<file path="src/rtl/core/qnco_pkg.sv">
// ----------------------------------------------------------------------------
// qnco_pkg
// Shared constants, register codes, lane control type and the sine table
// generator for the quadrature NCO.
// ----------------------------------------------------------------------------
package qnco_pkg;

	localparam int TABLE_ENTRIES_DEF       = 512;
	localparam int SAMPLE_WIDTH_DEF        = 24;
	localparam int PHASE_FRACTION_BITS_DEF = 23;
	localparam int QUEUE_DEPTH             = 2;

	localparam int PHASE_WIDTH     = 32;
	localparam int AMP_WIDTH       = 16;
	localparam int AMP_FRAC_BITS   = 14;
	localparam int CFG_INDEX_WIDTH = 2;
	localparam int CFG_DATA_WIDTH  = 32;

	localparam logic [CFG_INDEX_WIDTH-1:0] REG_SIMPLE_MODE = 2'd0;
	localparam logic [CFG_INDEX_WIDTH-1:0] REG_PHASE_INC   = 2'd1;
	localparam logic [CFG_INDEX_WIDTH-1:0] REG_COS_OFFSET  = 2'd2;
	localparam logic [CFG_INDEX_WIDTH-1:0] REG_AMPLITUDE   = 2'd3;

	localparam logic                   SIMPLE_MODE_RST = 1'b1;
	localparam logic [PHASE_WIDTH-1:0] PHASE_INC_RST   = 32'h0000_0000;
	localparam logic [PHASE_WIDTH-1:0] COS_OFFSET_RST  = 32'h4000_0000;
	localparam logic [AMP_WIDTH-1:0]   AMPLITUDE_RST   = 16'h4000;

	// pi in unsigned Q4.60
	localparam logic [63:0] PI_Q60 = 64'h3243_F6A8_885A_308D;

	typedef struct packed {
		logic look;
		logic mul;
		logic intp;
		logic sat;
	} lane_ctl_t;

	// Q4.60 product, truncated
	function automatic logic [63:0] mul_q60(input logic [63:0] a, input logic [63:0] b);
		logic [127:0] p;
		p = {64'd0, a} * {64'd0, b};
		return p[123:60];
	endfunction

	// unsigned quotient by shift and subtract, elaboration only
	function automatic logic [63:0] div_u64(input logic [63:0] n, input logic [63:0] d);
		logic [63:0] q;
		logic [64:0] rem;
		int          i;
		q   = '0;
		rem = '0;
		for (i = 63; i >= 0; i--) begin
			rem = {rem[63:0], n[i]};
			if (rem >= {1'b0, d}) begin
				rem  = rem - {1'b0, d};
				q[i] = 1'b1;
			end
		end
		return q;
	endfunction

	// Table magnitude for an angle x in [0, pi] (Q4.60), elaboration only.
	function automatic logic [31:0] rom_mag(input logic [63:0] x_in, input int sw);
		logic [63:0] x;
		logic [63:0] x2;
		logic [63:0] term;
		logic [63:0] sum;
		logic [63:0] v;
		logic [63:0] cap;
		logic [63:0] div;
		int k;
		x = x_in;
		if (x > (PI_Q60 >> 1)) begin
			x = PI_Q60 - x;
		end
		x2   = mul_q60(x, x);
		term = x;
		sum  = x;
		for (k = 1; k <= 30; k++) begin
			if (term != 64'd0) begin
				div  = 64'(2 * k * (2 * k + 1));
				term = div_u64(mul_q60(term, x2), div);
				if (k[0]) begin
					sum = sum - term;
				end else begin
					sum = sum + term;
				end
			end
		end
		v   = ((sum >> (60 - sw)) + 64'd1) >> 1;
		cap = (64'd1 << (sw - 1)) - 64'd1;
		if (v > cap) begin
			v = cap;
		end
		return v[31:0];
	endfunction

endpackage

</file>
<file path="src/rtl/core/qnco_fifo.sv">
// ----------------------------------------------------------------------------
// qnco_fifo
// Small register queue between the phase front end and the sample back end.
// ----------------------------------------------------------------------------
module qnco_fifo import qnco_pkg::*; #(
	parameter int WIDTH = 1,
	parameter int DEPTH = QUEUE_DEPTH
) (
	input  logic             clk,
	input  logic             arst_n,
	input  logic             push,
	input  logic [WIDTH-1:0] push_data,
	output logic             full,
	input  logic             pop,
	output logic             valid,
	output logic [WIDTH-1:0] head
);

	localparam int PW = (DEPTH > 1) ? $clog2(DEPTH) : 1;
	localparam int CW = $clog2(DEPTH + 1);

	logic [WIDTH-1:0] mem_q [DEPTH];
	logic [PW-1:0]    wr_q;
	logic [PW-1:0]    rd_q;
	logic [CW-1:0]    count_q;

	assign full  = (count_q == CW'(DEPTH));
	assign valid = (count_q != '0);
	assign head  = mem_q[rd_q];

	always_ff @(posedge clk) begin
		if (push) begin
			mem_q[wr_q] <= push_data;
		end
	end

	always_ff @(posedge clk or negedge arst_n) begin
		if (!arst_n) begin
			wr_q    <= '0;
			rd_q    <= '0;
			count_q <= '0;
		end else begin
			if (push) begin
				wr_q <= (wr_q == PW'(DEPTH - 1)) ? '0 : wr_q + PW'(1);
			end
			if (pop) begin
				rd_q <= (rd_q == PW'(DEPTH - 1)) ? '0 : rd_q + PW'(1);
			end
			case ({push, pop})
				2'b10:   count_q <= count_q + CW'(1);
				2'b01:   count_q <= count_q - CW'(1);
				default: count_q <= count_q;
			endcase
		end
	end

endmodule

</file>
<file path="config.mk">
export PLATFORM = sky130hd
export DESIGN_NAME = qnco_fifo
export DESIGN_NICKNAME = d
export VERILOG_FILES = /design/src/rtl/core/qnco_pkg.sv /design/src/rtl/core/qnco_fifo.sv
export SDC_FILE = /design/constraint.sdc
export NUM_CORES = 1
export LEC_CHECK = 0
export ABC_AREA = 1
export BUFFER_PORTS_ARGS = -buffer_cell sky130_fd_sc_hd__buf_2
export CORE_AREA = 4 4 41 43
export CTS_BUF_LIST = sky130_fd_sc_hd__clkbuf_8
export DETAILED_ROUTE_END_ITERATION = 8
export DIE_AREA = 0 0 45 47
export SYNTH_ARGS = -nofsm -noshare
export SYNTH_HDL_FRONTEND = slang
export SYNTH_SLANG_ARGS = --single-unit
</file>
<file path="constraint.sdc">
create_clock -name clk -period 1.7 [get_ports clk]
set_input_delay 0.17 -clock clk [delete_from_list [all_inputs] [get_ports clk]]
set_output_delay 0.17 -clock clk [all_outputs]
set_load 0.01 [all_outputs]
</file>
==> results.md, run 1 <==
- GP Congestion: approximately 0.6
- Clk root buf: clkbuf_8
- Fin nets: 48
- Sequential cell area: roughly 160 µm²
- Cells after Synth: 29
- Worst path max stage delay: 0.39 ns
- Crit-path cells: o21ai_0 -> buf_2
- Clk pin slew, worst setup/hold paths: 0.03 ns
- Total routed wirelength: 435 µm
- R2r worst-path depth: 1
- HPWL reported at the end of detailed placement: 383 µm
- Post-CTS sizing: 0
- Rows: 13
- Normalized max-slew margin: 89.5%
- Fin. max-slew vios: 0
- Worst IR Drop VDD: 0.466 mV
- CP Data Required Time: 1.53 ns
- Worst-skew pair later-pin latency: 0.22 ns
- Filler instances: 146
- Slowest cell on crit path: dfrtp_1
- Leakage: 0.200 nW
- Die ar.: ~2100 µm²
- Clock buffer depth: 2
- Commonest non-fill, non-tap cell in the layout: buf_2
- Layout cell share with drive strength beyond 1: 30.0%
- Crit path from: rd_q$_DFFE_PN0P_
- RR Endpoint: mem_q[0]$_DFFE_PP_
- Worst min path class: in2reg
- Setup crit end: head
- Setup tns final: 0 ns
- Syn avg cell area: 9.58 µm²
- RSZ-0062 raised after global routing: no
- Initial antenna violation count: 0
- CP Launch Type: flop
- Drt first-iter violations: 4
- Vias in the first global route: a little under 200
- CTS tree: yes
- Die Ht: approximately 47 µm
- Routed Antenna Nets: 0
- Largest net degree at the start of global routing: 5
- Final hold slack: 0.153 ns
- Post-Synthesis Cell Area: 278 µm²
- 1st-pass router iterations: 2
- Total global-route track usage: slightly below 6%
- H-tree Lvls: 1
- Die X-Extent: 45 µm
- Vias: 204
- Most frequent cells in the layout: 7 x buf_2, 6 x inv_1, 6 x nand2_1
- Arrival time at the worst endpoint: slightly below 0.9 ns
- Cell Pwr Density: 1660 nW/µm²
- Unique cell type count in the Yosys netlist: 13
- Io pins: 8
- R2R setup slack: 0.87 ns
- Core area: 1300 µm²
- Antenna diodes: 0
- Initial core utilization: 21.3%
- Register area share after synthesis: 57.7%
- I/O Buffers: 7
- Via density: 3.71
- First-pass GRT wire length: between 800 and 900 µm
- GR Overflow Total: 0
- CP endpoint kind: output pin
- WL/cell: 7.91 µm
- Crit-path max FO: 3
- Reg2Reg Launch Point: wr_q$_DFFE_PN0P_
- Critical path type: reg2out
- Setup Buffers After CTS: 0
- Yosys reg bits: 6
- Fin. Hold Viols: 0
- Status: finished clean
- Final Cycle Share: around 63%
- Area of the multi-input gates: 91.3 µm²
- Clock sink count: 6
- Mapped Nets: 35
- Layout area overhead: 37.8%
- Cts bufs inserted: 3
- Crit path time final: 1.06 ns
- Max Freq: 940 MHz
- Slew @ Worst Pin: approximately 0.16 ns
- Post-CTS Hold Fix Bufs: 1
- Max Cap Viol: 0
- Ys Warns: 0
- Endpoints failing setup: 0
- Remaining DRCs: 0
- Skew final: 0.000800 ns
## power breakdown
part | leakage, nW | internal, mW | total, mW | switching (mW)
logic | 0.113 | 0.0805 | 0.174 | 0.0937
registers | 0.0658 | 0.211 | 0.255 | 0.0446
clock network | 0.0216 | 0.152 | 0.207 | 0.0552
total | 0.200 | 0.443 | 0.636 | 0.193
## how the worst min path moves through the flow
stage | end | from | slack (ns) | cells after the start
detailed placement | wr_q$_DFFE_PN0P_ | arst_n | -0.02 | 1
global placement | wr_q$_DFFE_PN0P_ | arst_n | -0.02 | 1
CTS | rd_q$_DFFE_PN0P_ | pop | 0.15 | 2
global route | mem_q[1]$_DFFE_PP_ | push_data | 0.15 | 1
finish | mem_q[0]$_DFFE_PP_ | push_data | 0.15 | 1
floorplan | count_q[0]$_DFFE_PN0P_ | arst_n | -0.13 | 0
## logic make-up (layout without fill, tap and decap cells)
family          after synthesis  after routing  share of synthesized area (%)
compound gates                1              1                           1.80
xor+xnor                      3              3                           9.46
fa+ha+maj                     1              1                           4.50
buf+inv                       7             18                           9.46
flops                         6              6                           57.7
simple gates                 11             11                           17.1
## flip-flops by register name (all words and copies together), names as in the netlist
signal / count
count_q: 2
mem_q: 2
rd_q: 1
wr_q: 1
## layout make-up
cell class                 count  share of cell area (%)
sequential                     6                    41.8
multi-input combinational     16                    23.9
timing repair buffer           8                    11.8
clock buffer                   3                    10.8
inverter                       7                    6.86
tap                           15                    4.90
## layer usage
layer  global-route usage [%]  wire length [µm]  share of wire [%]
met5                        0                 0                  0
met4                     5.26                12                2.8
met3                     3.45                43                9.9
met2                     8.19               186                 43
met1                     6.50               192                 44
## worst max-delay path, delay by kind of cell, from the launching register on
family	cells	cell delay, ns
AOI/OAI and AO/OA	1	0.14
buffers and inverters	1	0.14
DFF	1	0.39
## metrics by stage
step	power, mW	instances	setup slack (ns)	area [µm²]	utilization, %
2_1_floorplan	0.372	29	0.855	278	-
3_3_place_gp	0.431	51	0.685	332	25.5
3_5_place_dp	0.434	51	0.676	332	25.5
4_1_cts	0.650	55	0.616	383	29.4
5_1_grt	0.695	55	0.582	383	29.4
6_report	0.636	55	0.637	383	29.4
## synthesized netlist by cell type, drive strengths merged
master,count,share of area (%)
dfrtp,4,36
edfxtp,2,22
ha,1,4.5
inv,7,9.5
nand2,7,10
nand3,1,1.8
nand4,1,2.3
nor2,2,2.7
o21ai,1,1.8
xnor2,1,3.2
xor2,2,6.3
Note: power is estimated with default switching activity, not from simulation.
==> inputs of run 2 (changes only) <==
Clock period 1.7 ns to 0.95 ns, I/O delays scaled along.
==> run 2 against run 1 <==
The run now ends with negative setup slack left. Via count up 10%. Count of clock-buffer cells in the layout is the same. Core utilization rose by 3.8 points. First-iteration DRC count shrank 100%. Cell count rose by 7.3%. Largest cell class unchanged.
==> results.md, run 2 (synthesized netlist as in run 1, its figures left out) <==
- Status: finished with violations
- Failing checks: negative setup slack
- Leakage: 0.227 nW
- Vias in the first global route: 224
- 1st-pass router iterations: 1
- Layout area overhead: 55.9%
- Layout cell share with drive strength beyond 1: 43.2%
- Largest regs: count_q: 2 flops, mem_q: 2 flops
- Fin. Hold Viols: 0
- Die ar.: approximately 2100 µm²
- WL/cell: 8.51 µm
- Final hold slack: just under 0.08 ns
- H-tree Lvls: 1
- Slew @ Worst Pin: 0.143 ns
- Critical path type: reg2out
- Clock sink count: 6
- Total global-route track usage: under 10%
- I/O Buffers: 7
- Antenna diodes: 0
- Die Ht: 47 µm
- Worst min path class: in2reg
- CTS tree: yes
- Routed Antenna Nets: 0
- Clk root buf: clkbuf_8
- Hold Crit Depth: 1
- Total routed wirelength: 502 µm
- Clk pin slew, worst setup/hold paths: 0.04 ns
- GP Congestion: between 0.6 and 0.7
- HPWL reported at the end of detailed placement: about 370 µm
- Power consumption: between 1 and 1.5 mW
- Fin worst setup slack: -0.0121 ns
- RR Endpoint: count_q[1]$_DFFE_PN0P_
- Remaining DRCs: 0
- Max Freq: 1040 MHz
- Commonest non-fill, non-tap cell in the layout: buf_2
- R2R setup slack: 0.07 ns
- Cts bufs inserted: 3
- Worst-skew pair later-pin latency: 0.22 ns
- Clock buffer depth: 2
- GR Overflow Total: 0
- Fin. max-slew vios: 0
- Largest net degree at the start of global routing: 5
- Vias: 225
- DP Worst Slack: 0.0189 ns
- HP Start: push_data
- Initial antenna violation count: 0
- Initial core utilization: about a fifth
- Crit-path max FO: 3
- Final Cycle Share: 101%
- Max Cap Viol: 0
- CP Data Required Time: 0.85 ns
- CP Launch Type: flop
- R2r worst-path depth: 5
- Final core occ: 33.3%
- Rows: 13
- Hold endpoint: mem_q[1]$_DFFE_PP_
- Cell Pwr Density: 3040 nW/µm²
- Skew final: about 0.0017 ns
- RSZ-0062 raised after global routing: yes
- Reg2Reg Launch Point: count_q[0]$_DFFE_PN0P_
- Drt first-iter violations: 0
- Crit path time final: 0.962 ns
- Worst IR Drop VDD: 1.22 mV
- Arrival time at the worst endpoint: 0.87 ns
- Io pins: 8
- Normalized max-slew margin: between 90% and 100%
- Most frequent cells in the layout: 7 x buf_2, 5 x nand2_1, 5 x inv_1
- Via density: 3.81
- Die X-Extent: 45 µm
- First-pass GRT wire length: around 840 µm
- Core area: ~1300 µm²
- Filler instances: 151
- Fin nets: 52
- Endpoints failing setup: 1
- CP endpoint kind: output pin
run 2: layout make-up:
class | count | area, µm² | share of cell area [%]
timing repair buffer | 12 | 82.6 | 19.1
sequential | 6 | 160 | 37.0
tap | 15 | 18.8 | 4.34
inverter | 7 | 26.3 | 6.07
multi-input combinational | 16 | 104 | 24.0
clock buffer | 3 | 41.3 | 9.54
run 2: how the worst max path moves through the flow:
stage                      startpoint                     end  slack [ns]  depth (start not counted)
6_report       count_q[0]$_DFFE_PN0P_                   valid       -0.01                          3
4_1_cts              rd_q$_DFFE_PN0P_                    head      -0.007                          2
5_1_grt              rd_q$_DFFE_PN0P_                    head       -0.08                          3
3_5_place_dp                     push  count_q[1]$_DFFE_PN0P_        0.02                          7
2_1_floorplan        wr_q$_DFFE_PN0P_      mem_q[0]$_DFFE_PP_        0.17                          1
3_3_place_gp                     push  count_q[1]$_DFFE_PN0P_        0.03                          7
run 2: per-stage QoR:
step | std cells | setup TNS (ns) | instance area [µm²]
floorplan | 29 | 0 | 278
global placement | 52 | 0 | 339
detailed placement | 52 | 0 | 339
CTS | 59 | -0.00699 | 413
global route | 59 | -0.150 | 433
finish | 59 | -0.0121 | 433
run 2: timing repair:
action | in CTS | in global routing
pin swaps | 1 | 1
endpoints found under the hold margin | 4 | 0
hold buffers | 1 | 0
setup endpoints to repair | 3 | 4
resized for setup | 2 | 5
cloned | 0 | 0
setup buffers | 3 | 0
run 2: layer usage:
metal / share of wire (%) / track usage (%) / routed length (µm)
met4: 0 / 5.26 / 0
met5: 0 / 0 / 0
met1: 44 / 6.76 / 220
met2: 50 / 9.32 / 252
met3: 5.8 / 1.15 / 29
run 2: power by group:
part | internal, mW | switching [mW] | total [mW]
clock network | 0.271 | 0.101 | 0.372
logic | 0.263 | 0.227 | 0.490
registers | 0.377 | 0.0777 | 0.455
run 2: worst max-delay path, stage by stage (launching register included):
cell     delay, ns
dfrtp_1       0.40
inv_2         0.08
nand2_1       0.04
buf_2         0.13
