### config.mk
export PLATFORM = sky130hd
export DESIGN_NAME = qnco_front
export DESIGN_NICKNAME = d
export VERILOG_FILES = /design/src/rtl/core/qnco_pkg.sv /design/src/rtl/core/qnco_front.sv
export SDC_FILE = /design/constraint.sdc
export NUM_CORES = 1
export LEC_CHECK = 0
export BUFFER_PORTS_ARGS = -buffer_cell sky130_fd_sc_hd__clkbuf_2
export CORE_ASPECT_RATIO = 1.4
export CORE_UTILIZATION = 49
export DETAILED_ROUTE_END_ITERATION = 10
export GPL_TIMING_DRIVEN = 0
export PLACE_DENSITY = 0.87
export SYNTH_ARGS = -nofsm -noshare
export SYNTH_HDL_FRONTEND = slang
export SYNTH_SLANG_ARGS = --single-unit
### constraint.sdc
create_clock -name clk -period 2.52 [get_ports clk]
set_input_delay 0.126 -clock clk [delete_from_list [all_inputs] [get_ports clk]]
set_output_delay 0.126 -clock clk [all_outputs]
set_load 0.03 [all_outputs]
### src/rtl/core/qnco_pkg.sv
// ----------------------------------------------------------------------------
// qnco_pkg
// Shared constants, register codes, lane control type and the sine table
// generator for the quadrature NCO.
// ----------------------------------------------------------------------------
package qnco_pkg;

	localparam int TABLE_ENTRIES_DEF       = 512;
	localparam int SAMPLE_WIDTH_DEF        = 24;
	localparam int PHASE_FRACTION_BITS_DEF = 23;
	localparam int QUEUE_DEPTH             = 2;

	localparam int PHASE_WIDTH     = 32;
	localparam int AMP_WIDTH       = 16;
	localparam int AMP_FRAC_BITS   = 14;
	localparam int CFG_INDEX_WIDTH = 2;
	localparam int CFG_DATA_WIDTH  = 32;

	localparam logic [CFG_INDEX_WIDTH-1:0] REG_SIMPLE_MODE = 2'd0;
	localparam logic [CFG_INDEX_WIDTH-1:0] REG_PHASE_INC   = 2'd1;
	localparam logic [CFG_INDEX_WIDTH-1:0] REG_COS_OFFSET  = 2'd2;
	localparam logic [CFG_INDEX_WIDTH-1:0] REG_AMPLITUDE   = 2'd3;

	localparam logic                   SIMPLE_MODE_RST = 1'b1;
	localparam logic [PHASE_WIDTH-1:0] PHASE_INC_RST   = 32'h0000_0000;
	localparam logic [PHASE_WIDTH-1:0] COS_OFFSET_RST  = 32'h4000_0000;
	localparam logic [AMP_WIDTH-1:0]   AMPLITUDE_RST   = 16'h4000;

	// pi in unsigned Q4.60
	localparam logic [63:0] PI_Q60 = 64'h3243_F6A8_885A_308D;

	typedef struct packed {
		logic look;
		logic mul;
		logic intp;
		logic sat;
	} lane_ctl_t;

	// Q4.60 product, truncated
	function automatic logic [63:0] mul_q60(input logic [63:0] a, input logic [63:0] b);
		logic [127:0] p;
		p = {64'd0, a} * {64'd0, b};
		return p[123:60];
	endfunction

	// unsigned quotient by shift and subtract, elaboration only
	function automatic logic [63:0] div_u64(input logic [63:0] n, input logic [63:0] d);
		logic [63:0] q;
		logic [64:0] rem;
		int          i;
		q   = '0;
		rem = '0;
		for (i = 63; i >= 0; i--) begin
			rem = {rem[63:0], n[i]};
			if (rem >= {1'b0, d}) begin
				rem  = rem - {1'b0, d};
				q[i] = 1'b1;
			end
		end
		return q;
	endfunction

	// Table magnitude for an angle x in [0, pi] (Q4.60), elaboration only.
	function automatic logic [31:0] rom_mag(input logic [63:0] x_in, input int sw);
		logic [63:0] x;
		logic [63:0] x2;
		logic [63:0] term;
		logic [63:0] sum;
		logic [63:0] v;
		logic [63:0] cap;
		logic [63:0] div;
		int k;
		x = x_in;
		if (x > (PI_Q60 >> 1)) begin
			x = PI_Q60 - x;
		end
		x2   = mul_q60(x, x);
		term = x;
		sum  = x;
		for (k = 1; k <= 30; k++) begin
			if (term != 64'd0) begin
				div  = 64'(2 * k * (2 * k + 1));
				term = div_u64(mul_q60(term, x2), div);
				if (k[0]) begin
					sum = sum - term;
				end else begin
					sum = sum + term;
				end
			end
		end
		v   = ((sum >> (60 - sw)) + 64'd1) >> 1;
		cap = (64'd1 << (sw - 1)) - 64'd1;
		if (v > cap) begin
			v = cap;
		end
		return v[31:0];
	endfunction

endpackage

### src/rtl/core/qnco_front.sv
// ----------------------------------------------------------------------------
// qnco_front
// Takes tick beats, advances the phase accumulator and queues the sine and
// cosine table positions for the back end.
// ----------------------------------------------------------------------------
module qnco_front import qnco_pkg::*; #(
	parameter int TABLE_ENTRIES       = TABLE_ENTRIES_DEF,
	parameter int PHASE_FRACTION_BITS = PHASE_FRACTION_BITS_DEF,
	localparam int IDXW = $clog2(TABLE_ENTRIES),
	localparam int QW   = 2 * IDXW + 2 * PHASE_FRACTION_BITS + 1
) (
	input  logic                   clk,
	input  logic                   arst_n,
	input  logic                   in_valid,
	output logic                   in_ready,
	input  logic                   sample_tick,
	input  logic                   simple_mode,
	input  logic [PHASE_WIDTH-1:0] phase_increment,
	input  logic [PHASE_WIDTH-1:0] cos_phase_offset,
	input  logic                   q_full,
	output logic                   q_push,
	output logic [QW-1:0]          q_data
);

	localparam int F = PHASE_FRACTION_BITS;
	localparam logic [IDXW-1:0] QUARTER = IDXW'(TABLE_ENTRIES / 4);

	logic [PHASE_WIDTH-1:0]   acc_q;
	logic                     pend_s1;
	logic                     accept;
	logic [PHASE_WIDTH-1:0]   cos_phase;
	logic [2*PHASE_WIDTH-1:0] sin_ext;
	logic [2*PHASE_WIDTH-1:0] cos_ext;
	logic [IDXW-1:0]          sin_idx;
	logic [IDXW-1:0]          cos_idx;
	logic [F-1:0]             sin_frac;
	logic [F-1:0]             cos_frac;

	assign in_ready = !pend_s1 || !q_full;
	assign accept   = in_valid && in_ready;
	assign q_push   = pend_s1 && !q_full;

	always_comb begin
		cos_phase = acc_q + cos_phase_offset;
		sin_ext   = {{PHASE_WIDTH{1'b0}}, acc_q} >> F;
		cos_ext   = {{PHASE_WIDTH{1'b0}}, cos_phase} >> F;
		sin_idx   = sin_ext[IDXW-1:0];
		sin_frac  = acc_q[F-1:0];
		if (simple_mode) begin
			cos_idx  = sin_idx + QUARTER;
			cos_frac = sin_frac;
		end else begin
			cos_idx  = cos_ext[IDXW-1:0];
			cos_frac = cos_phase[F-1:0];
		end
		q_data = {simple_mode, sin_idx, sin_frac, cos_idx, cos_frac};
	end

	always_ff @(posedge clk or negedge arst_n) begin
		if (!arst_n) begin
			acc_q   <= '0;
			pend_s1 <= 1'b0;
		end else begin
			if (accept && sample_tick) begin
				acc_q   <= acc_q + phase_increment;
				pend_s1 <= 1'b1;
			end else if (q_push) begin
				pend_s1 <= 1'b0;
			end
		end
	end

endmodule

==> flow_summary.ini, run 1 <==
[routing]
drtAntennaViolNets = 0
wl_per_cell_um = 20.9
drtPass1Iterations = 7
num_vias = 6555
wirelength_um = 21100
avgViaCountPerCell = 6.49
drc_errors = 0
drt_iter0_drc = 581

[layout]
final_cell_area_um2 = 7770
final_nets = 1008
drive_above_1_share_pct = 44.0
antennaDiodeCount = 0
final_common_cell = clkbuf_2
final_cell_mix = clkbuf_2, nand2_1, buf_4, o21ai_1, a21oi_1
area_growth_pct = 56.8

[logic_synthesis]
synthTopCellsByArea = dfrtp_1, ha_1, o21ai_0, nand2_1, a21oi_1
synth.distinct_cells = 61
synthArstFlopShare_pct = 100
synth_top_cell_by_area = dfrtp_1
yosys.area.top_type_share_pct = 16.7
syn_area_um2 = 4960
syn-num-nets = 811
synth_seq_cells = 33
yosysSeqAreaShare_pct = 16.7
ys.flop_type = dfrtp_1
synth.avg_cell_area_um2 = 7.32
synth-edff-count = 0
netlist_instances = 677
yosysWarnings = 0

[global_route]
grt_pass1_vias = 6198
grt_use_total_pct = 35.6
grt_pass1_wl_um = 29400
antenna_found_initial = 0
gr-total-overflow = 0
grt_max_degree = 34

[clock_tree]
clk_pin_slew_ns = 0.06
worstSkewPairLatency_ns = 0.28
cts_buffer_depth = 2
cts-buffers-inserted = 5
clock-root-buffer = clkbuf_16
cts_sinks = 33
htree_levels = 2
cts_tree = yes

[sta]
setup_viol_count_final = 46
worst_slack_ns = -0.454
finalHoldViolCount = 0
maxSlewHeadroom_pct = 28.2
fmax_mhz = 336
holdWs_ns = 0.0871
tightest_slew_ns = 1.08
fin_crit_sh_pct = 118
period_needed_ns = 2.97
final_max_slew_viol_count = 0
rsz0062_at_grt = true
fin_skew_ns = 0.00548
setup-tns-final_ns = -10.55

[power]
leakage_nw = 3.42
p_per_area_nw_per_um2 = 1600
vdd_ir_drop_max_v = 0.00108

[placement]
dp.final_hpwl_um = 12700
io_buffer_count = 136
place.gp.congestion = 0.980
pre_cts_ws_ns = -0.448
placed_area_um2 = 6110

[die]
initial_core_util_pct = 50.3
fp.dieW_um = 87.0
io_pins = 137
core_um2 = 9850
die-area_um2 = 10500
die_h_um = 121
rows = 43

[hold_path]
hold_path_class = in2reg

[setup_path]
cp_max_fo = 5
startpoint_type = flip-flop
crit_required_ns = 2.39
cp_data_arrival_time_ns = 2.85
worst_setup_path_end_kind = output port
setup.worst_path.class = reg2out

[run_status]
status = finished, violations left
violations = negative setup slack

[flow_run]
cap_viol_max_count = 0
where the power goes:
| group | internal [mW] | switching (mW) | total [mW] |
|---|---|---|---|
| Sequential | 0.813 | 0.476 | 1.29 |
| Clock | 0.565 | 0.245 | 0.810 |
| Combinational | 4.40 | 5.94 | 10.3 |
worst max-delay path, stage by stage (launching register included):
cell	delay, ns
dfrtp_2	0.46
ha_4	0.26
a211oi_1	0.28
o21a_1	0.20
o211ai_1	0.15
o31ai_4	0.38
o211ai_1	0.15
a21oi_1	0.18
xor2_1	0.20
o21ai_2	0.08
clkbuf_8	0.20
what timing repair did:
action / in CTS / in global routing
gates cloned: 0 / 0
setup endpoints to repair: 39 / 48
setup buffers: 48 / 19
resized for setup: 157 / 91
hold buffers: 1 / 0
endpoints found under the hold margin: 33 / 0
pin swaps: 78 / 51
synth_stat cells, types with 3 or more instances:
cell type,instances
a211oi_1,7
ha_1,62
and2_1,4
and3_1,9
xor2_1,22
o21bai_1,8
mux2i_1,3
xnor2_1,29
a21oi_1,64
a22oi_1,3
nand2_1,96
nand4_1,12
a211o_1,4
a41oi_1,3
a211oi_2,4
nor2_1,39
a31oi_1,5
nor3b_1,4
o31ai_1,5
a21o_1,26
dfrtp_1,33
o21a_1,7
nor4_1,4
o211ai_1,6
mux2_2,5
nand2b_1,4
clkbuf_1,28
a21boi_0,4
inv_1,20
o21ai_1,11
o21ai_0,84
nand3_1,17
nor3_1,7
nor2b_1,4
worst paths after layout:
kind,cells past startpoint,slack [ns],start,endpoint
setup reg to reg,13,-0.35,acc_q[0],acc_q[28]
setup / recovery,10,-0.45,acc_q[7],q_data[26]
max in group asynchronous,2,1.39,arst_n,acc_q[13]
hold reg to reg,2,0.53,pend_s1,pend_s1
hold / removal,3,0.09,in_valid,pend_s1
min in group asynchronous,2,0.50,arst_n,pend_s1
final cells by class:
type                    instances  area (um^2)
plain buffers                  22         90.1
well taps                     135          169
clock buffers                   5          125
clock inverters                 3         65.1
repair buffers                200         1370
fillers                       588         2070
flip-flops and latches         33          858
multi-input cells             592         5020
inverters                      20         75.1
state kept, by name, summed over array words and instances, names as in the netlist:
name and count:
acc_q 32, pend_s1 1
logic make-up after synthesis:
family	synth area share (%)
AOI/OAI and AO/OA	33.2
and+or+nand+nor	18.9
adders and majority gates	16.5
buffers and inverters	4.06
xor gates and xnor gates	9.01
DFF	16.7
muxes	1.74
stage by stage:
step           total power [mW]  utilization, %  std cells
2_1_floorplan              6.75               -        677
3_3_place_gp               8.34            62.1        948
3_5_place_dp               8.48            62.1        948
4_1_cts                    11.0            74.6        997
5_1_grt                    13.0            78.9       1010
6_report                   12.4            78.9       1010
per-layer routing:
| layer | vias to the layer above | wire length, um | track usage, % |
|---|---|---|---|
| met4 | 0 | 1760 | 23.3 |
| met5 | - | 0 | 0 |
| met1 | 3031 | 7290 | 37.4 |
| met2 | 472 | 10500 | 64.7 |
| met3 | 166 | 1560 | 5.03 |
| li1 | 2886 | - | - |
Power figures use the tool's default switching activity.
==> run 2, diff against run 1 <==
--- a/config.mk
+++ b/config.mk
@@ -7,10 +7,10 @@
 export LEC_CHECK = 0
 export BUFFER_PORTS_ARGS = -buffer_cell sky130_fd_sc_hd__clkbuf_2
 export CORE_ASPECT_RATIO = 1.4
-export CORE_UTILIZATION = 49
+export CORE_UTILIZATION = 35
 export DETAILED_ROUTE_END_ITERATION = 10
 export GPL_TIMING_DRIVEN = 0
-export PLACE_DENSITY = 0.87
+export PLACE_DENSITY = 0.67
 export SYNTH_ARGS = -nofsm -noshare
 export SYNTH_HDL_FRONTEND = slang
 export SYNTH_SLANG_ARGS = --single-unit
==> run 2 against run 1 <==
The run ends with negative hold slack, negative setup slack left. Wire length is 13% lower. Die area grew 39%. Sequential cell count unchanged. Combinational power fell by 7%. First-iteration DRC count decreased by 52%. Clock skew is essentially flat. Highest routed layer unchanged.
==> flow_summary.ini, run 2 (synthesis results as in run 1) <==
[run_status]
status = finished, violations left
violations = negative hold slack, negative setup slack

[sta]
holdWs_ns = -0.0140
rsz0062_at_grt = true
period_needed_ns = 2.96
setup_viol_count_final = 39
fin_skew_ns = 0.00566
setup-tns-final_ns = -8.85
fmax_mhz = 338
final_max_slew_viol_count = 0
finalHoldViolCount = 11
worst_slack_ns = -0.435
fin_crit_sh_pct = 117
tightest_slew_ns = 0.969
maxSlewHeadroom_pct = 35.4

[power]
p_int_mw = 5.36
pwr-share-seq_pct = 11.2
leakage_nw = 3.32
p_per_area_nw_per_um2 = 1520
switching_share_pct = 53.3
p_sw_mw = 6.13
vdd_ir_drop_max_v = 0.000844
combPwrFrac_pct = 83.0
clock_power_share_pct = 5.8

[layout]
regArea_um2 = 853
largest_register = acc_q
top_regs = acc_q (32), pend_s1 (1)
final_cell_mix = clkbuf_2, nand2_1, buf_4, a21oi_1, nor2_1
multi_input_comb_area_um2 = 4860
antennaDiodeCount = 0
fill_cells = 1298
area_growth_pct = 52.6
largest_reg_flops = 32
drive_above_1_share_pct = 42.0
final_common_cell = clkbuf_2
final_nets = 999
final_cell_area_um2 = 7560

[global_route]
grt_pass1_wl_um = 28300
use_met1_pct = 28.9
grt_max_degree = 34
antenna_found_initial = 0
grt_use_total_pct = 25.1
grtUsageMet3_pct = 3.72
grt_pass1_vias = 5713
grtUsageMet2_pct = 44.0
busiest_layer = met2
gr-total-overflow = 0

[clock_tree]
cts-buffers-inserted = 5
cts_buffer_depth = 2
cts_sinks = 33
clk_pin_slew_ns = 0.06
cts_tree = yes
clock-root-buffer = clkbuf_16
worstSkewPairLatency_ns = 0.29
htree_levels = 2

[hold_path]
hold_path_class = in2async

[placement]
io_buffer_count = 136
place.gp.congestion = 0.899
placed_area_um2 = 6180
dp.final_hpwl_um = 13300

[routing]
drtPass1Iterations = 5
avgViaCountPerCell = 5.55
drc_errors = 0
wl_per_cell_um = 17.5
drt_iter0_drc = 279
wirelength_um = 18400
drtAntennaViolNets = 0
num_vias = 5829

[die]
io_pins = 137
core_um2 = 13800
die-area_um2 = 14600
initial_core_util_pct = 35.8
fp.dieW_um = 103
rows = 51
die_h_um = 143

[setup_path]
cp_max_fo = 3
r2r_end = acc_q[30]
reg2reg_depth = 13
r2r_slack_ns = -0.31
cp_data_arrival_time_ns = 2.83
crit_required_ns = 2.39
startpoint_type = flip-flop
r2r_start = acc_q[0]
setup.worst_path.class = reg2out
worst_setup_path_end_kind = output port

[flow_run]
cap_viol_max_count = 0
-- run 2: repair_timing --
item,CTS,global route
buffers inserted,39,18
endpoints found under the setup margin,37,45
hold buffers,0,0
resized for setup,145,78
pin swaps,72,59
-- run 2: layer usage --
metal  vias up  share of wire (%)  routed length [um]
met3        57                4.7                 860
met1      2701                 40                7290
met5         -                  0                   0
met2       204                 50                9290
li1       2867                  -                   -
met4         0                5.4                 987
-- run 2: worst max path at each step --
| stage | cells past startpoint | endpoint | start | slack [ns] |
|---|---|---|---|---|
| floorplan | 9 | q_data[29] | acc_q[4] | -0.08 |
| global placement | 10 | q_data[28] | acc_q[19] | -0.37 |
| detailed placement | 11 | q_data[28] | acc_q[17] | -0.36 |
| CTS | 10 | q_data[31] | acc_q[24] | -0.46 |
| global route | 10 | q_data[29] | acc_q[4] | -0.52 |
| finish | 11 | q_data[31] | acc_q[4] | -0.44 |
-- run 2: per-stage QoR --
| stage | hold slack (ns) | total power [mW] | util (%) | setup slack (ns) | cells |
|---|---|---|---|---|---|
| after floorplan | -0.170 | 6.75 | - | -0.0814 | 677 |
| after global placement | 0.296 | 8.45 | 44.6 | -0.369 | 998 |
| after detailed placement | 0.314 | 8.50 | 44.6 | -0.360 | 998 |
| after CTS | 0.0107 | 10.7 | 52.2 | -0.459 | 1040 |
| after global routing | 0.0500 | 12.3 | 54.6 | -0.516 | 1051 |
| final | -0.0140 | 11.5 | 54.6 | -0.435 | 1051 |
-- run 2: critical path: stages, from the launching register on --
cell      delay (ns)
dfrtp_2         0.46
ha_4            0.27
a21o_1          0.20
a211oi_2        0.19
o21ai_2         0.12
buf_4           0.16
o21ai_4         0.20
o21a_1          0.23
nor4_2          0.08
a211o_4         0.36
xnor2_4         0.15
buf_8           0.14
-- run 2: power groups by stage --
stage | registers [mW] | logic (mW) | clock network [mW]
2_1_floorplan | 1.61 | 5.14 | 0
3_3_place_gp | 1.33 | 7.12 | 0
3_5_place_dp | 1.34 | 7.16 | 0
4_1_cts | 1.29 | 8.77 | 0.678
5_1_grt | 1.31 | 10.3 | 0.701
6_report | 1.28 | 9.53 | 0.666
-- run 2: layout make-up --
class / count / area share, %
Multi-Input combinational cell: 592 / 64.3
Timing Repair Buffer: 186 / 16.7
Sequential cell: 33 / 11.3
Tap cell: 185 / 3.06
Clock buffer: 7 / 2.02
Buffer: 27 / 1.60
Inverter: 20 / 0.993
Clock inverter: 1 / 0.0662
==> run 3, diff against run 2 <==
--- a/config.mk
+++ b/config.mk
@@ -8,9 +8,11 @@
 export BUFFER_PORTS_ARGS = -buffer_cell sky130_fd_sc_hd__clkbuf_2
 export CORE_ASPECT_RATIO = 1.4
 export CORE_UTILIZATION = 35
+export CTS_BUF_LIST = sky130_fd_sc_hd__clkbuf_16
 export DETAILED_ROUTE_END_ITERATION = 10
 export GPL_TIMING_DRIVEN = 0
 export PLACE_DENSITY = 0.67
+export REMOVE_ABC_BUFFERS = 1
 export SYNTH_ARGS = -nofsm -noshare
 export SYNTH_HDL_FRONTEND = slang
 export SYNTH_SLANG_ARGS = --single-unit
==> run 3 against run 2 <==
The run ends with negative setup slack left. Clock skew increased by 0.0018 ns. Core utilization decreased by 1.2 points. Setup slack improved by 0.0089 ns. Clock power decreased by 14%. Sequential share of layout area increased by 0.24 points. Final cell count decreased by 1.8%. Hold slack improved by 0.11 ns. Wire length decreased by 5.8%. First-iteration DRC count decreased by 28%. Critical path depth decreased by 1. Via count decreased by 3.8%. Final area decreased by 2.2%. Critical path type unchanged.
==> flow_summary.ini, run 3 (synthesis results as in run 1) <==
[global_route]
grt_pass1_wl_um = 26100
grt_use_total_pct = 22.7
grt_max_degree = 68
antenna_found_initial = 0
gr-total-overflow = 0
grt_pass1_vias = 5351

[hold_path]
hold_path_class = in2reg

[clock_tree]
htree_levels = 2
cts_tree = yes
clk_pin_slew_ns = 0.06
clock-root-buffer = clkbuf_16
cts-buffers-inserted = 5
worstSkewPairLatency_ns = 0.28
cts_buffer_depth = 2
cts_sinks = 33

[layout]
final_cell_area_um2 = 7400
final_nets = 981
antennaDiodeCount = 0
area_growth_pct = 49.2
final_common_cell = clkbuf_2
top_regs = acc_q (32), pend_s1 (1)
drive_above_1_share_pct = 41.3
instances_no_fill = 1032
largest_register = acc_q
largest_reg_flops = 32
final_cell_mix = clkbuf_2, nand2_1, buf_4, o21ai_0, a21oi_1

[power]
leakage_nw = 3.25
total_power_mw = 11.2
pwr-share-seq_pct = 11.6
p_sw_mw = 5.95
switching_share_pct = 53.1
clock_power_share_pct = 5.1
p_int_mw = 5.25
p_per_area_nw_per_um2 = 1510
combPwrFrac_pct = 83.2
vdd_ir_drop_max_v = 0.000907

[routing]
wl_per_cell_um = 16.8
avgViaCountPerCell = 5.44
num_vias = 5609
drt_iter0_drc = 200
drc_errors = 0
wirelength_um = 17400
drtAntennaViolNets = 0
drtPass1Iterations = 4

[setup_path]
worst_setup_path_end_kind = output port
setup.worst_path.class = reg2out
crit_required_ns = 2.39
cp_max_fo = 7
cp_data_arrival_time_ns = 2.82
startpoint_type = flip-flop

[sta]
final_max_slew_viol_count = 0
rsz0062_at_grt = true
setup_viol_count_final = 42
fin_crit_sh_pct = 117
setup-tns-final_ns = -9.08
period_needed_ns = 2.95
fmax_mhz = 339
worst_slack_ns = -0.426
tightest_slew_ns = 1.24
holdWs_ns = 0.0922
fin_skew_ns = 0.00745
finalHoldViolCount = 0
maxSlewHeadroom_pct = 17.6

[flow_run]
cap_viol_max_count = 0

[placement]
place.gp.congestion = 0.907
dp.cells = 967
placed_area_um2 = 5770
io_buffer_count = 136
dp.final_hpwl_um = 12200

[die]
die-area_um2 = 14600
io_pins = 137
core_um2 = 13800
fp.dieW_um = 103
die_h_um = 143
rows = 51
initial_core_util_pct = 35.8

[run_status]
violations = negative setup slack
status = finished, violations left
## run 3: cell types whose count changed in the layout (fill, tap and decap cells not counted), moves of 3 or more
cell,change
ha_4,+8
nor4_2,-3
clkbuf_8,-10
o21ai_2,-6
ha_1,-7
o31ai_1,+3
o21ai_1,-7
buf_4,+11
o21ai_0,+14
clkbuf_1,-21
a21oi_2,+3
## run 3: layout make-up
type                       instances  area, um^2
sequential                        33         852
clock buffer                       5         125
inverter                          20        75.1
clock inverter                     2        7.51
timing repair buffer             195        1280
fill                            1290        6450
multi-input combinational        592        4820
tap                              185         231
## run 3: power by group through the flow
stage | Sequential [mW] | Clock, mW | Combinational [mW]
after floorplan | 1.54 | 0 | 4.75
after global placement | 1.25 | 0 | 6.72
after detailed placement | 1.25 | 0 | 6.77
after CTS | 1.29 | 0.589 | 8.35
after global routing | 1.33 | 0.608 | 10.1
final | 1.30 | 0.576 | 9.32
## run 3: stage by stage
step | util [%] | setup WS [ns]
2_1_floorplan | - | -0.638
3_3_place_gp | 41.5 | -0.593
3_5_place_dp | 41.6 | -0.635
4_1_cts | 50.1 | -0.452
5_1_grt | 53.4 | -0.545
6_report | 53.4 | -0.426
## run 3: worst max-delay path: stages (launching register included)
cell,delay (ns)
dfrtp_2,0.44
ha_4,0.26
a21oi_2,0.18
o211ai_1,0.12
a41oi_2,0.18
mux2_2,0.36
a311oi_2,0.23
a21oi_1,0.07
a211o_1,0.35
xnor2_2,0.16
clkbuf_8,0.18
## run 3: routing by layer
metal | part of all wire, % | track usage, % | vias up
met1 | 40 | 25.6 | 2610
met4 | 1.5 | 6.54 | 0
li1 | - | - | 2824
met2 | 53 | 42.4 | 156
met5 | 0 | 0 | -
met3 | 5.4 | 4.36 | 19
## run 3: path summary, 6_finish.rpt
kind / from / end / slack, ns / depth (start not counted)
setup / recovery: acc_q[24] / q_data[31] / -0.43 / 10
hold / removal: in_valid / pend_s1 / 0.09 / 3
setup reg to reg: acc_q[1] / acc_q[29] / -0.31 / 13
hold reg to reg: pend_s1 / pend_s1 / 0.55 / 2
max in group asynchronous: arst_n / acc_q[16] / 1.39 / 2
min in group asynchronous: arst_n / acc_q[25] / 0.51 / 2
## run 3: what timing repair did
action | in CTS | in global routing
setup endpoints to repair | 41 | 45
gates resized for setup | 166 | 98
pin swaps | 64 | 49
buffers inserted | 37 | 22
endpoints found under the hold margin | 7 | 0
hold buffers | 1 | 0
